`src/pipc_pkg.sv`:
```
`timescale 1ns / 1ps

package pipc_pkg;

  localparam int COORD_W  = 32;
  localparam int VCOUNT_W = 9;
  localparam int CMD_W    = 2;

  // command codes
  localparam logic [CMD_W-1:0] CMD_CLEAR  = 2'd0;
  localparam logic [CMD_W-1:0] CMD_APPEND = 2'd1;
  localparam logic [CMD_W-1:0] CMD_QUERY  = 2'd2;

  typedef struct packed {
    logic [CMD_W-1:0]          command;
    logic signed [COORD_W-1:0] coord_x;
    logic signed [COORD_W-1:0] coord_y;
  } request_t;

  typedef struct packed {
    logic                inside_res;
    logic                status;
    logic [VCOUNT_W-1:0] vertex_count;
  } result_t;

  // controller to datapath
  typedef struct packed {
    logic op_done;
    logic query_start;
    logic rd_issue;
    logic query_finish;
  } ctrl_t;

  // datapath to controller
  typedef struct packed {
    logic few_vertices;
    logic last_issue;
    logic pipe_busy;
  } stat_t;

endpackage

```
`src/pipc_ctrl.sv`:
```
`timescale 1ns / 1ps

module pipc_ctrl import pipc_pkg::*; (
  input  logic             clk,
  input  logic             rst,
  input  logic             start,
  input  logic [CMD_W-1:0] command,
  input  stat_t            stat,
  output ctrl_t            ctrl,
  output logic             busy
);

  localparam logic [1:0] S_IDLE  = 2'd0;
  localparam logic [1:0] S_WALK  = 2'd1;
  localparam logic [1:0] S_DRAIN = 2'd2;

  logic [1:0] state, state_next;

  // next state and command decode
  always_comb begin
    ctrl       = '0;
    state_next = state;
    unique case (state)
      S_IDLE: begin
        if (start) begin
          if (command == CMD_QUERY && !stat.few_vertices) begin
            ctrl.query_start = 1'b1;
            state_next       = S_WALK;
          end else begin
            ctrl.op_done = 1'b1;
          end
        end
      end
      S_WALK: begin
        ctrl.rd_issue = 1'b1;
        if (stat.last_issue) begin
          state_next = S_DRAIN;
        end
      end
      S_DRAIN: begin
        if (!stat.pipe_busy) begin
          ctrl.query_finish = 1'b1;
          state_next        = S_IDLE;
        end
      end
      default: state_next = S_IDLE;
    endcase
  end

  always_ff @(posedge clk) begin
    if (rst) begin
      state <= S_IDLE;
    end else begin
      state <= state_next;
    end
  end

  assign busy = (state != S_IDLE);

endmodule

```
`config.mk`:
```
export PLATFORM = sky130hd
export DESIGN_NAME = pipc_ctrl
export DESIGN_NICKNAME = d
export VERILOG_FILES = /design/src/pipc_pkg.sv /design/src/pipc_ctrl.sv
export SDC_FILE = /design/constraint.sdc
export NUM_CORES = 1
export LEC_CHECK = 0
export BUFFER_PORTS_ARGS = -buffer_cell sky130_fd_sc_hd__buf_2
export CORE_AREA = 2 2 39 41
export CTS_BUF_LIST = sky130_fd_sc_hd__clkbuf_8
export CTS_CLUSTER_SIZE = 20
export DETAILED_ROUTE_END_ITERATION = 6
export DIE_AREA = 0 0 41 43
export GPL_ROUTABILITY_DRIVEN = 0
export GPL_TIMING_DRIVEN = 0
export PLACE_DENSITY = 0.45
export SLEW_MARGIN = 20
export SYNTH_ARGS = -nofsm -noshare
export SYNTH_HDL_FRONTEND = slang
export SYNTH_SLANG_ARGS = --single-unit
```
`constraint.sdc`:
```
create_clock -name clk -period 1.9 [get_ports clk]
set_clock_uncertainty 0.15 [all_clocks]
set_input_delay 0.19 -clock clk [delete_from_list [all_inputs] [get_ports clk]]
set_output_delay 0.19 -clock clk [all_outputs]
set_load 0.02 [all_outputs]
```
==> flow_summary.json <==
{
  "status": "complete, no violations",
  "cts_buffer_depth": 2,
  "synthMuxAreaShare_pct": 0,
  "grt_max_degree": 8,
  "antenna_found_initial": 0,
  "grt_pass1_wl_um": 586,
  "final_max_slew_viol_count": 0,
  "top_register": "state",
  "vias_per_cell": 3.55,
  "avgSynthCellArea_um2": 9.85,
  "yosys.area_share.simple_pct": 59.5,
  "ctsRootBufferMaster": "clkbuf_8",
  "path_max_fanout": 7,
  "port_buffers": 12,
  "syn_area_um2": 158,
  "grt_pass1_vias": 146,
  "area_delta_synth_final_pct": 77.0,
  "wl_per_cell_um": 8.85,
  "hold_path_class": "in2reg",
  "hold_viol_final": 0,
  "p_per_area_nw_per_um2": 845,
  "pre_cts_slack_ns": 0.656,
  "ys_warn_count": 0,
  "track_usage_pct": 5.71,
  "rsz0062_at_grt": "false",
  "nFillCells": 153,
  "finalWirelength_um": 416,
  "synth-compound-area-share_pct": 7.94,
  "synthAdderAreaFrac_pct": 0,
  "cts-hold-fix-buffers": 0,
  "die_h_um": 43,
  "synth-seq-cells": 2,
  "drt-initial-drc-count": 3,
  "reg.largest.list": "state (2)",
  "synthXorXnorAreaFrac_pct": 0,
  "ir_drop_v": 0.000424,
  "drive_above_1_share_pct": 64.5,
  "cts.sinks": 2,
  "initial_utilization_pct": 11.4,
  "relSlewSlack_pct": 83.6,
  "r2r_slack_ns": 0.93,
  "wl_met1_um": 222,
  "cts_made_buffers": 3,
  "worstMarginPinSlew_ns": 0.244,
  "max_freq_mhz": 692,
  "routed-wl-met3_um": 79,
  "cts_tree": "built",
  "timing.final.crit_share_pct": 76.1,
  "rows": 14,
  "diodes": 0,
  "drc": 0,
  "die-width_um": 41,
  "yosysSeqAreaShare_pct": 25.4,
  "setup_viol": 0,
  "vias": 167,
  "die-area_um2": 1760,
  "wl_met2_um": 115,
  "r2r_cells": 2,
  "rr_startpoint": "state[0]$_SDFFE_PP0P_",
  "layout.nets": 41,
  "largest_reg_flops": 2,
  "period_needed_ns": 1.45,
  "maxUsedRoutingLayer": "met3",
  "grt_remaining_overflow": 0,
  "core_area_um2": 1380,
  "worst-setup-path-type": "reg2out",
  "ctsResizeCount": 0,
  "critical_path_arrival_ns": 1.11,
  "htreeDepth": 1,
  "synth.net_count": 24,
  "p_leak_nw": 0.146,
  "postRouteAntennaNets": 0,
  "clk_pin_slew_worst_paths_ns": 0.03,
  "r2r_end": "state[0]$_SDFFE_PP0P_",
  "crit_path_start_kind": "flop",
  "clock_latency_ns": 0.21,
  "layout_commonest_cell": "buf_2",
  "fin_setup_tns_ns": 0,
  "hold_path_end": "state[1]$_SDFFE_PP0P_",
  "fin_ws_ns": 0.455,
  "ios": 13,
  "synth_cell_type_count": 12,
  "required_ns": 1.56,
  "min_from": "rst",
  "synth_top_family_by_area": "simple AND/OR/NAND/NOR gates",
  "min_delay_path_depth": 2,
  "syn_inst": 16,
  "drt-pass1-iter-count": 2,
  "final_cell_mix": "buf_2, clkbuf_8",
  "postCtsSetupBuffers": 0,
  "cp-end-kind": "primary output",
  "dp_hpwl_um": 344,
  "drv_cap": 0
}
-- cells in the mapped netlist (all sizes together) --
library cell | instances | area [um2]
nor3b | 3 | 32.5
dfxtp | 2 | 40.0
nand3b | 2 | 15.0
nor4b | 2 | 30.0
a21o | 1 | 7.51
a21oi | 1 | 5.00
and3 | 1 | 6.26
buf | 1 | 7.51
inv | 1 | 3.75
nor2 | 1 | 3.75
nor2b | 1 | 6.26
-- cell families (layout without fill, tap and decap cells) --
logic type / Yosys count / after routing
compound gates: 2 / 2
buf+inv: 2 / 17
flops: 2 / 2
simple gates: 10 / 10
-- final cells by class --
type,instances,area [um2],area share (%)
inverters,1,3.75,1.35
repair buffers,12,60.1,21.5
clock buffers,3,41.3,14.8
multi-input cells,12,106,38.1
well taps,16,20.0,7.17
flip-flops and latches,2,40.0,14.3
plain buffers,1,7.51,2.69
-- worst max path at each step --
stage                                from       to  slack [ns]  cells after the start
finish              state[0]$_SDFFE_PP0P_  ctrl[3]        0.45                      4
CTS                 state[1]$_SDFFE_PP0P_  ctrl[3]        0.44                      4
global route        state[0]$_SDFFE_PP0P_  ctrl[3]        0.34                      4
floorplan           state[1]$_SDFFE_PP0P_  ctrl[0]        0.60                      1
detailed placement             command[0]  ctrl[2]        0.66                      4
global placement               command[0]  ctrl[2]        0.64                      4
-- report_power, final --
group          total [mW]  internal (mW)  switching [mW]
clock               0.165          0.134          0.0311
combinational      0.0264         0.0133          0.0131
sequential         0.0445         0.0432         0.00134
total               0.236          0.190          0.0456
-- worst max-delay path, stage by stage (launching register included) --
cell and delay (ns):
dfxtp_1 0.35, nor2_1 0.15, inv_1 0.08, nor3b_2 0.14, buf_2 0.18
-- through the flow --
step	power [mW]	hold slack, ns	cells	cell area (um2)	util (%)
floorplan	0.0579	0.109	16	158	-
global placement	0.0718	0.263	44	238	17.2
detailed placement	0.0716	0.267	44	238	17.2
CTS	0.241	0.0484	47	279	20.2
global route	0.248	0.0567	47	279	20.2
finish	0.236	0.0516	47	279	20.2
-- per-layer routing --
| layer | vias up | global-route usage [%] |
|---|---|---|
| met5 | - | 0 |
| met4 | 0 | 6.00 |
| met3 | 0 | 5.24 |
| met2 | 15 | 3.75 |
| met1 | 64 | 8.31 |
| li1 | 88 | - |
No activity file was read; power rests on OpenSTA's default activity.
